### src/design/shp3_pkg.sv
// Shared types and constants of the 3x3 sharpen filter.
`default_nettype none

package shp3_pkg;

    localparam int SAMPLE_W    = 8;
    localparam int ROW_W       = 12;
    localparam int POS_W       = 12;
    localparam int WIDTH_W     = 11;
    localparam int CHAN_W      = 3;
    localparam int CFG_IDX_W   = 2;
    localparam int CFG_DATA_W  = 12;
    localparam int QUEUE_DEPTH = 4;
    localparam int QPTR_W      = 2;
    localparam int QCOUNT_W    = 3;
    localparam int ACC_W       = 13;
    localparam int KERNEL_GAIN = 5;

    localparam logic [WIDTH_W-1:0] WIDTH_RESET  = 11'd512;
    localparam logic [ROW_W-1:0]   HEIGHT_RESET = 12'd512;
    localparam logic [CHAN_W-1:0]  CHAN_RESET   = 3'd1;

    typedef enum logic [CFG_IDX_W-1:0] {
        CFG_IMAGE_WIDTH   = 2'd0,
        CFG_IMAGE_HEIGHT  = 2'd1,
        CFG_CHANNEL_COUNT = 2'd2
    } t_cfg_index;

    typedef struct packed {
        logic [WIDTH_W-1:0] image_width;
        logic [ROW_W-1:0]   image_height;
        logic [CHAN_W-1:0]  channel_count;
    } t_cfg;

    // One queued item: the delayed-row result plus what the last row needs.
    typedef struct packed {
        logic [SAMPLE_W-1:0] pixel_value;
        logic [SAMPLE_W-1:0] sample;
        logic [ROW_W-1:0]    row;
        logic [POS_W-1:0]    pos;
        logic                last_row;
        logic                frame_end;
    } t_entry;

    typedef enum logic {
        BK_FIRST,
        BK_SECOND
    } t_back_state;

endpackage

`default_nettype wire

### src/design/shp3_queue.sv
// Short queue of finished items between the front end and the output side.
`default_nettype none

module shp3_queue (
    input  logic                           i_clk,
    input  logic                           i_rst_n,
    input  logic                           i_push,
    input  shp3_pkg::t_entry               i_entry,
    input  logic                           i_pop,
    output shp3_pkg::t_entry               o_head,
    output logic                           o_empty,
    output logic [shp3_pkg::QCOUNT_W-1:0]  o_count
);
    import shp3_pkg::*;

    t_entry              r_mem [QUEUE_DEPTH];
    logic [QPTR_W-1:0]   r_wr_ptr;
    logic [QPTR_W-1:0]   r_rd_ptr;
    logic [QCOUNT_W-1:0] r_count;

    always_ff @(posedge i_clk) begin
        if (!i_rst_n) begin
            r_wr_ptr <= '0;
            r_rd_ptr <= '0;
            r_count  <= '0;
        end else begin
            if (i_push) begin
                r_wr_ptr <= r_wr_ptr + QPTR_W'(1);
            end
            if (i_pop) begin
                r_rd_ptr <= r_rd_ptr + QPTR_W'(1);
            end
            r_count <= r_count + QCOUNT_W'(i_push) - QCOUNT_W'(i_pop);
        end
    end

    always_ff @(posedge i_clk) begin
        if (i_push) begin
            r_mem[r_wr_ptr] <= i_entry;
        end
    end

    assign o_head  = r_mem[r_rd_ptr];
    assign o_empty = (r_count == '0);
    assign o_count = r_count;

    a_no_underflow: assert property (@(posedge i_clk) disable iff (!i_rst_n)
        i_pop |-> !o_empty)
        else $error("queue popped while empty");

endmodule

`default_nettype wire

### config.mk
export PLATFORM = sky130hd
export DESIGN_NAME = shp3_queue
export DESIGN_NICKNAME = d
export VERILOG_FILES = /design/src/design/shp3_pkg.sv /design/src/design/shp3_queue.sv
export SDC_FILE = /design/constraint.sdc
export NUM_CORES = 1
export LEC_CHECK = 0
export ABC_AREA = 0
export BUFFER_PORTS_ARGS = -buffer_cell sky130_fd_sc_hd__buf_2
export CORE_MARGIN = 3
export CORE_UTILIZATION = 25
export DETAILED_ROUTE_END_ITERATION = 12
export GPL_TIMING_DRIVEN = 0
export MAX_ROUTING_LAYER = met4
export PLACE_DENSITY_LB_ADDON = 0.12
export SLEW_MARGIN = 20
export SYNTH_ARGS = -nofsm -noshare
export SYNTH_HDL_FRONTEND = slang
export SYNTH_SLANG_ARGS = --single-unit
### constraint.sdc
create_clock -name i_clk -period 5.3 [get_ports i_clk]
set_input_delay 0.53 -clock i_clk [delete_from_list [all_inputs] [get_ports i_clk]]
set_output_delay 0.53 -clock i_clk [all_outputs]
set_load 0.02 [all_outputs]
==> parameters.txt <==
Parameter                              Value

Clock network
  TritonCTS clock tree ... built
  Resized Gates After CTS ... 0
  Post-CTS setup-driven buffer insertion count ... 0
  CTS Buf Count ... 17
  Clock-pin slew of the registers on the worst-case setup and hold paths ... roughly 0.060 ns
  Buffers from clock root to sink, at most ... 2
  Clock latency reported for the late side of the worst-skew pair ... between 0.4 and 0.5 ns
  CTS H-tree depth ... 4
  Buffer type at the clock tree root ... sky130_fd_sc_hd__clkbuf_16
  CTS Hold Buffers Added ... 0
  Number of clock sinks seen by CTS ... roughly 180

Layout
  Multi-input logic area ... 1190 um^2
  Area delta synth->final ... 23.0%
  # nets final ... around 430
  Seq. cell area ... 5230 um^2
  Post-route design area ... a little over 8000 um^2
  Fraction of final layout cells with drive strength greater than 1 ... 45.6%
  Number of fill cells ... approximately 2500

Floorplanning
  Area of the placeable core ... 25500 um^2
  Count of pins on the block boundary ... 92
  Die outline height ... ~170 um
  Standard-cell row count ... a little under 60
  Die width ... between 150 and 200 um
  Initial core utilization ... 25.7%
  Die ar. ... ~28000 um^2

STA
  Share of the clock period used by the worst path ... between 40 and 50%
  Sum of negative setup slack ... 0 ns
  Min Clock Period, post-route ... roughly 2.5 ns
  Top achievable clock speed ... between 400 and 500 MHz
  Worst-Margin Slew ... about 0.42 ns
  Finish-stage setup viols ... 0
  RSZ-0062 raised after global routing ... false
  Final hold violation count ... 0
  Worst relative slew slack ... between 70% and 80%
  Number of max-slew violations in the final report ... 0
  Layout Skew ... just over 0.01 ns

Route
  Average routed wire per standard cell ... 18.2 um
  Vias per cell ... slightly above 4
  DR WL met2 ... around 6.4 mm
  Routed met3 length ... approximately 720 um
  Count of vias placed by the detailed router ... between 2000 and 3000
  Drt initial violations ... 171
  Detailed-routing iteration count for the pre-antenna-repair pass ... 7
  DRC Markers ... 0
  Metal1 wirelength ... roughly 6 mm
  Total detailed-routing wirelength ... about 13 mm
  Top layer used by detailed routing ... met4
  Number of routed nets with antenna violations ... 0

Synthesis
  Total standard cell area after synthesis ... 6550 um^2
  Count of distinct cell types in the synthesized netlist ... 20
  Syn_area_per_cell ... roughly 25 um^2
  Yosys top cell by area ... sky130_fd_sc_hd__edfxtp_1
  Share of Yosys cell area claimed by the top area cell type ... just under 80%
  Most common library cells after synthesis ... sky130_fd_sc_hd__edfxtp_1 (168), sky130_fd_sc_hd__mux4_2 (40), sky130_fd_sc_hd__dfxtp_1 (9)
  EDFF count, synth ... about 170
  Number of cells produced by synthesis ... roughly 260
  Main flop type after synthesis ... sky130_fd_sc_hd__edfxtp_1
  Portion of the post-synthesis area used by sequential elements ... 79.8%
  Most common cell in the synthesized netlist ... sky130_fd_sc_hd__edfxtp_1
  Async set-or-reset flop fraction in the synthesized netlist ... 0%
  Register bit count reported by yosys ... 177
  Warnings, synthesis ... 0
  Synthesized net count ... 315
  Biggest area contributors in the synthesized netlist ... sky130_fd_sc_hd__edfxtp_1 (77%), sky130_fd_sc_hd__mux4_2 (14%), sky130_fd_sc_hd__dfxtp_1 (2.8%), sky130_fd_sc_hd__buf_12 (1.2%), sky130_fd_sc_hd__ha_1 (1.1%)

Job
  Max-capacitance violation count ... 0

Place
  Number of buffers added on ports ... a little over 90
  Placed instance area ... about 7500 um^2
  HPWL after detailed placement ... around 7.9 mm
  Routability-driven placement congestion ratio ... 0.651

Power and ir drop
  Power density over cell area ... 393 nW/um^2
  Peak supply drop ... roughly 0.00013 V
  Pleak ... 2.71 nW

Global route
  Number of antenna violations at the first check in global routing ... 2
  Overflow after GRT ... 0
  Global-route wire length before repair ... 20.0 mm
  Pin count of the biggest net entering global routing ... 28
  GRT Util Overall ... 9.99%
  Vias in the first global route ... 3303

Hold path
  Class of the most critical hold timing path ... in -> reg

Status
  Outcome ... complete, no violations

Setup path
  Sort of element at the start of the critical path ... register
  Worst EP arrival ... roughly 1.9 ns
  Data required time at the worst endpoint ... around 4.8 ns
  Largest fanout on the critical path ... 10
  Critical Path End Type ... primary output
  Type of the worst setup path ... reg -> out
[worst paths after layout]
path,from,end,slack [ns],depth (start not counted)
min,i_entry[5],r_mem[3][5],0.32,1
max,register,o_head[7],2.84,4
min reg2reg,r_rd_ptr[1],r_rd_ptr[1],0.55,2
max reg2reg,o_count[0],o_count[2],3.68,7
[sequential cells by signal (all words and copies together), names as in the netlist, named ones only]
name      cells
r_mem       168
r_wr_ptr      2
r_rd_ptr      2
o_count       3
[cell usage in the layout, fill, tap and decap left out]
cell / instances
sky130_fd_sc_hd__inv_6: 4
sky130_fd_sc_hd__xor3_1: 1
sky130_fd_sc_hd__xnor2_1: 2
sky130_fd_sc_hd__clkbuf_16: 17
sky130_fd_sc_hd__and2_4: 4
sky130_fd_sc_hd__a21bo_2: 1
sky130_fd_sc_hd__mux2i_1: 1
sky130_fd_sc_hd__inv_1: 7
sky130_fd_sc_hd__a21oi_1: 1
sky130_fd_sc_hd__clkinv_1: 2
sky130_fd_sc_hd__nand3b_1: 1
sky130_fd_sc_hd__fa_1: 1
sky130_fd_sc_hd__mux4_2: 40
sky130_fd_sc_hd__and2_1: 2
sky130_fd_sc_hd__buf_2: 95
sky130_fd_sc_hd__edfxtp_1: 168
sky130_fd_sc_hd__dfxtp_1: 9
sky130_fd_sc_hd__diode_2: 2
sky130_fd_sc_hd__nor2_1: 5
sky130_fd_sc_hd__buf_6: 1
sky130_fd_sc_hd__nor3_1: 1
sky130_fd_sc_hd__clkbuf_1: 2
sky130_fd_sc_hd__buf_12: 8
sky130_fd_sc_hd__clkinv_2: 2
sky130_fd_sc_hd__ha_1: 6
sky130_fd_sc_hd__mux4_1: 2
sky130_fd_sc_hd__clkinvlp_4: 4
sky130_fd_sc_hd__bufinv_16: 1
[layer usage]
layer	up-vias	track usage (%)
met4	0	3.09
met1	1521	12.6
met2	78	15.3
met5	-	-
li1	1323	-
met3	14	3.33
[stage by stage]
step	util [%]	hold slack, ns	std cells	worst slack [ns]	power, mW
after CTS	31.6	0.295	718	2.75	3.23
after detailed placement	29.5	0.530	687	3.23	2.05
final	31.6	0.322	720	2.84	3.17
after global placement	29.1	0.517	683	2.06	2.04
after global routing	31.6	0.297	720	2.70	3.32
after floorplan	-	0.499	262	3.34	1.90
[cell type report]
cell class	instances	share of cell area, %
well taps	330	5.13
inverters	7	0.326
diodes	2	0.0621
flip-flops and latches	177	64.9
clock buffers	18	5.33
multi-input cells	68	14.8
repair buffers	95	6.65
plain buffers	10	1.43
clock inverters	13	1.40
[power by group]
group	leakage [nW]	total [mW]	switching (mW)	internal [mW]
clock network	0.254	1.16	0.515	0.645
logic	0.835	0.382	0.216	0.166
registers	1.62	1.63	0.0194	1.61
total	2.71	3.17	0.751	2.42
[critical path, cell delays in order (launching register included)]
cell and delay (ns):
sky130_fd_sc_hd__dfxtp_1 0.30, sky130_fd_sc_hd__clkbuf_1 0.28, sky130_fd_sc_hd__buf_2 0.38, sky130_fd_sc_hd__mux4_2 0.37, sky130_fd_sc_hd__buf_2 0.18
[logic make-up after synthesis]
group                    synth area share [%]
flip-flops                               79.8
multiplexers                             14.7
buffers and inverters                    2.16
AND/OR/NAND/NOR                          1.05
adder cells (fa/ha/maj)                  1.45
XOR/XNOR                                0.630
AO/OA/AOI/OAI                           0.229
(Power assumes the default switching activity.)
