## src/design/shp3_pkg.sv

```systemverilog
// Shared types and constants of the 3x3 sharpen filter.
`default_nettype none

package shp3_pkg;

    localparam int SAMPLE_W    = 8;
    localparam int ROW_W       = 12;
    localparam int POS_W       = 12;
    localparam int WIDTH_W     = 11;
    localparam int CHAN_W      = 3;
    localparam int CFG_IDX_W   = 2;
    localparam int CFG_DATA_W  = 12;
    localparam int QUEUE_DEPTH = 4;
    localparam int QPTR_W      = 2;
    localparam int QCOUNT_W    = 3;
    localparam int ACC_W       = 13;
    localparam int KERNEL_GAIN = 5;

    localparam logic [WIDTH_W-1:0] WIDTH_RESET  = 11'd512;
    localparam logic [ROW_W-1:0]   HEIGHT_RESET = 12'd512;
    localparam logic [CHAN_W-1:0]  CHAN_RESET   = 3'd1;

    typedef enum logic [CFG_IDX_W-1:0] {
        CFG_IMAGE_WIDTH   = 2'd0,
        CFG_IMAGE_HEIGHT  = 2'd1,
        CFG_CHANNEL_COUNT = 2'd2
    } t_cfg_index;

    typedef struct packed {
        logic [WIDTH_W-1:0] image_width;
        logic [ROW_W-1:0]   image_height;
        logic [CHAN_W-1:0]  channel_count;
    } t_cfg;

    // One queued item: the delayed-row result plus what the last row needs.
    typedef struct packed {
        logic [SAMPLE_W-1:0] pixel_value;
        logic [SAMPLE_W-1:0] sample;
        logic [ROW_W-1:0]    row;
        logic [POS_W-1:0]    pos;
        logic                last_row;
        logic                frame_end;
    } t_entry;

    typedef enum logic {
        BK_FIRST,
        BK_SECOND
    } t_back_state;

endpackage

`default_nettype wire

```

## src/design/shp3_back.sv

```systemverilog
// Output side: expands each queued item into one or two output words.
`default_nettype none

module shp3_back (
    input  logic                          i_clk,
    input  logic                          i_rst_n,
    input  shp3_pkg::t_entry              i_head,
    input  logic                          i_empty,
    output logic                          o_pop,
    output logic                          o_out_valid,
    input  logic                          i_out_ready,
    output logic [shp3_pkg::SAMPLE_W-1:0] o_pixel_value,
    output logic [shp3_pkg::ROW_W-1:0]    o_out_row,
    output logic [shp3_pkg::POS_W-1:0]    o_out_pos,
    output logic                          o_run_last,
    output logic                          o_frame_done
);
    import shp3_pkg::*;

    t_back_state         r_state;
    t_back_state         n_state;
    logic                can_load;
    logic                load;

    logic                r_out_valid;
    logic [SAMPLE_W-1:0] r_pixel_value;
    logic [ROW_W-1:0]    r_out_row;
    logic [POS_W-1:0]    r_out_pos;
    logic                r_run_last;
    logic                r_frame_done;

    logic [SAMPLE_W-1:0] n_pixel_value;
    logic [ROW_W-1:0]    n_out_row;
    logic                n_run_last;
    logic                n_frame_done;

    assign can_load = !r_out_valid || i_out_ready;
    assign load     = can_load && !i_empty;

    always_comb begin
        n_state = r_state;
        if (load) begin
            case (r_state)
                BK_FIRST:  n_state = i_head.last_row ? BK_SECOND : BK_FIRST;
                BK_SECOND: n_state = BK_FIRST;
                default:   n_state = BK_FIRST;
            endcase
        end
    end

    always_comb begin
        case (r_state)
            BK_FIRST: begin
                n_pixel_value = i_head.pixel_value;
                n_out_row     = i_head.row - ROW_W'(1);
                n_run_last    = !i_head.last_row;
                n_frame_done  = 1'b0;
                o_pop         = load && !i_head.last_row;
            end
            BK_SECOND: begin
                n_pixel_value = i_head.sample;
                n_out_row     = i_head.row;
                n_run_last    = 1'b1;
                n_frame_done  = i_head.frame_end;
                o_pop         = load;
            end
            default: begin
                n_pixel_value = i_head.pixel_value;
                n_out_row     = i_head.row;
                n_run_last    = 1'b1;
                n_frame_done  = 1'b0;
                o_pop         = 1'b0;
            end
        endcase
    end

    always_ff @(posedge i_clk) begin
        if (!i_rst_n) begin
            r_state     <= BK_FIRST;
            r_out_valid <= 1'b0;
        end else begin
            r_state <= n_state;
            if (can_load) begin
                r_out_valid <= !i_empty;
            end
        end
    end

    always_ff @(posedge i_clk) begin
        if (load) begin
            r_pixel_value <= n_pixel_value;
            r_out_row     <= n_out_row;
            r_out_pos     <= i_head.pos;
            r_run_last    <= n_run_last;
            r_frame_done  <= n_frame_done;
        end
    end

    assign o_out_valid   = r_out_valid;
    assign o_pixel_value = r_pixel_value;
    assign o_out_row     = r_out_row;
    assign o_out_pos     = r_out_pos;
    assign o_run_last    = r_run_last;
    assign o_frame_done  = r_frame_done;

    a_second_has_head: assert property (@(posedge i_clk) disable iff (!i_rst_n)
        (r_state == BK_SECOND) |-> (!i_empty && i_head.last_row))
        else $error("second word pending without a last-row item");

    a_done_is_last: assert property (@(posedge i_clk) disable iff (!i_rst_n)
        (r_out_valid && r_frame_done) |-> r_run_last)
        else $error("frame end not on the final word of its item");

endmodule

`default_nettype wire

```

## config.mk

```make
export PLATFORM = sky130hd
export DESIGN_NAME = shp3_back
export DESIGN_NICKNAME = d
export VERILOG_FILES = /design/src/design/shp3_pkg.sv /design/src/design/shp3_back.sv
export SDC_FILE = /design/constraint.sdc
export NUM_CORES = 1
export LEC_CHECK = 0
export BUFFER_PORTS_ARGS = -buffer_cell sky130_fd_sc_hd__buf_2
export CAP_MARGIN = 20
export CORE_MARGIN = 8
export CORE_UTILIZATION = 39
export CTS_CLUSTER_DIAMETER = 60
export DETAILED_ROUTE_END_ITERATION = 7
export PLACE_DENSITY_LB_ADDON = 0.3
export SETUP_SLACK_MARGIN = 0.15
export SYNTH_ARGS = -nofsm -noshare
export SYNTH_HDL_FRONTEND = slang
export SYNTH_SLANG_ARGS = --single-unit
export TNS_END_PERCENT = 20
```

## constraint.sdc

```tcl
create_clock -name i_clk -period 2.9 [get_ports i_clk]
set_clock_uncertainty 0.15 [all_clocks]
set_input_delay 0.58 -clock i_clk [delete_from_list [all_inputs] [get_ports i_clk]]
set_output_delay 0.58 -clock i_clk [all_outputs]
set_load 0.05 [all_outputs]
```

==> results.yml <==
place:
  routabilityCongestion: 0.7293
  post-place-ws_ps: 798.1
  post-dp-hpwl_um: 2608
  port-buffer-count: 81
floorplanning:
  die_height_um: 77.95
  fp-row-count: 22
  start_util_pct: 40.57
  die_area_sq_mm: 0.006075
  core_box_area_sq_mm: 0.003689
  ioPinCount: 82
  dieWidth_um: 77.95
power:
  p_leak_nw: 0.8588
  p_per_area_mw_per_mm2: 581.5
  vdd_ir_drop_max_uv: 241.2
drt:
  drtPass1Iterations: 3
  vias: 1010
  viasPerCell: 4.509
  drc: 0
  met2_length_um: 1521
  wl_met3_um: 488
  first_iter_violations: 29
  routedLengthMet1_um: 1240
  wire_per_inst_um: 14.61
  highest-signal-layer: "met4"
  totalWireLength_um: 3272
  ant_nets: 0
worst_setup_path:
  worst_ep_required_time_ps: 2170
  cp_buf_inv_count: 1
  r2r.worst_path.cells: 3
  critical_path_class: "reg -> out"
  ff2ff_setup_slack_ps: 970
  critical_r2r_capture: "o_out_row[11]"
  regToRegStartpoint: "r_state"
  cp-end-kind: "output port"
  timing.critical_path.max_delay_family: "flip-flops"
  worstPathArrival_ps: 1600
  critical_path.cell_chain: "nand2b_1 > and2_1 > buf_2"
  timing.critical_path.from_type: "register"
  cpMaxStageDelayCell: "dfxtp_1"
  cp_slowest_stage_delay_ps: 710
  cp_max_fo: 17
global_routing:
  number_of_antenna_violations_at_the_first_check_in_global_routing: 0
  grt_overflow: 0
  first_pass_grt_wire_length_um: 5071
  first_global_vias: 1115
  grt_usage_pct: 10.54
  grt_max_degree: 35
cells_and_area:
  final_layout_net_count: 222
  finish.utilization_pct: 55.05
  area_growth_pct: 35.70
  fillCellCount: 345
  insertedDiodeCount: 0
  drive_above_1_share_pct: 58.52
hold_path:
  timing.hold.worst_endpoint: "o_out_pos[1]"
  hold_path.class: "in -> reg"
  min-delay-start: "i_head[3]"
  timing.hold.worst_path_depth: 1
flow_run:
  max_cap_viol_count: 0
timing:
  grt_setup_unrepaired: "false"
  post-route-min-period_ps: 2331
  final_max_slew_viols: 0
  timing.slew.headroom_pct: 58.94
  postLayoutSetupSlackWorst_ps: 569.2
  final-hold-violation-count: 0
  min_period_over_period_pct: 80.37
  max_clock_freq_mhz: 429.0
  fin_setup_tns_ps: 0
  worst-slew-pin-transition_ps: 615.1
  setup_violations: 0
yosys:
  ys_warn_count: 0
  synth_nets: 136
  synth_cells: 89
  synth.distinct_cells: 27
  asyncSetResetFlopFracSynth_pct: 0
  area_of_the_mapped_netlist_sq_mm: 0.001496
  ys.flop_type: "edfxtp_1"
  synth_enable_flop_cells: 34
  synth.yosys.seq_area_share_pct: 70.90
  synth_area_per_cell_sq_um: 16.81
  ys_seq_elements: 36
clock_tree:
  clk_pin_slew_ps: 70
  root_buffer_master: "clkbuf_8"
  clk_path_buf_depth: 2
  clk_sinks: 36
  postCtsSetupRepairBufs: 0
  hold_buffers: 0
  cts_max_level: 2
  post_cts_resize_count: 0
  cts_buffers: 5
  tritoncts_clock_tree: "yes"
  insertion_delay_ps: 280
outcome:
  outcome: "finished, final reports clean"
[cell usage in the layout (no fill, tap or decap), drive strengths merged]
master,n
nand2b,2
buf,82
mux2,8
nor4b,1
clkinv,1
or2,1
nor2b,2
xor2,6
and2,2
dfxtp,2
clkbuf,7
nand2,2
o21ai,2
a21oi,1
or4,2
nor4,2
ha,1
inv,3
or3,2
nor2,3
nor3b,1
xnor2,5
nand4b,1
edfxtp,34
nor3,3
[layout make-up]
type | instances | area (sq um) | share of cell area, %
Clock inverter | 1 | 3.754 | 0.1848
Tap cell | 48 | 60.06 | 2.957
Inverter | 3 | 11.26 | 0.5545
Clock buffer | 7 | 76.32 | 3.758
Multi-Input combinational cell | 47 | 405.4 | 19.96
Timing Repair Buffer | 82 | 412.9 | 20.33
Sequential cell | 36 | 1061 | 52.25
[power breakdown]
| group | switching (mW) | total [mW] | leakage (nW) | internal (mW) |
|---|---|---|---|---|
| Sequential | 0.0114 | 0.622 | 0.346 | 0.610 |
| Clock | 0.158 | 0.325 | 0.0399 | 0.167 |
| Combinational | 0.169 | 0.234 | 0.473 | 0.0659 |
| Total | 0.338 | 1.18 | 0.859 | 0.843 |
[flip-flops by register name, summed over array words and instances (netlist names)]
| name | count |
|---|---|
| o_out_pos | 12 |
| o_out_valid | 1 |
| o_pixel_value | 8 |
| r_state | 1 |
| o_run_last | 1 |
| o_frame_done | 1 |
| o_out_row | 12 |
[cell usage after synthesis, drive strengths merged (2+ instances only)]
cell type / number / area share (%)
and2: 2 / 0.84
buf: 2 / 1.5
dfxtp: 2 / 2.7
edfxtp: 34 / 68
inv: 3 / 0.75
mux2: 8 / 6.0
nand2: 2 / 0.50
nand2b: 2 / 0.84
nor2: 3 / 0.75
nor2b: 2 / 0.84
nor3: 3 / 1.7
nor4: 2 / 2.3
o21ai: 2 / 0.67
or3: 2 / 0.84
or4: 2 / 1.3
xnor2: 5 / 2.9
xor2: 6 / 3.5
[per-stage QoR]
stage | total power [mW] | instance area (sq um) | instances | hold WS [ps]
2_1_floorplan | 0.7953 | 1504 | 89 | 491.4
3_3_place_gp | 0.8648 | 1951 | 216 | 502.1
3_5_place_dp | 0.8710 | 1951 | 216 | 560.3
4_1_cts | 1.195 | 2031 | 224 | 319.8
5_1_grt | 1.226 | 2031 | 224 | 318.1
6_report | 1.181 | 2031 | 224 | 326.8
[worst max path at each step]
| stage | from | slack (ps) | depth (start not counted) | end |
|---|---|---|---|---|
| 2_1_floorplan | o_out_valid | 380 | 3 | o_pop |
| 3_3_place_gp | i_head[14] | 850 | 6 | o_out_row[8] |
| 6_report | r_state | 570 | 3 | o_pop |
| 5_1_grt | r_state | 440 | 3 | o_pop |
| 4_1_cts | r_state | 540 | 3 | o_pop |
| 3_5_place_dp | i_out_ready | 800 | 5 | o_pop |
[per-layer routing]
layer,GRT usage (%),up-vias
li1,-,497
met1,10.96,452
met2,16.88,59
met3,7.373,2
met4,2.778,0
met5,0,-
[cells by family (layout without fill, tap and decap cells)]
logic type / after synthesis / after routing / share of synthesized area, %
buffers and inverters: 6 / 93 / 2.508
AO/OA/AOI/OAI: 3 / 3 / 1.003
adder cells (fa/ha/maj): 1 / 1 / 0.8360
XOR/XNOR: 11 / 11 / 6.438
AND/OR/NAND/NOR: 24 / 24 / 12.29
flip-flops: 36 / 36 / 70.90
multiplexers: 8 / 8 / 6.020
Power figures use the tool's default switching activity.
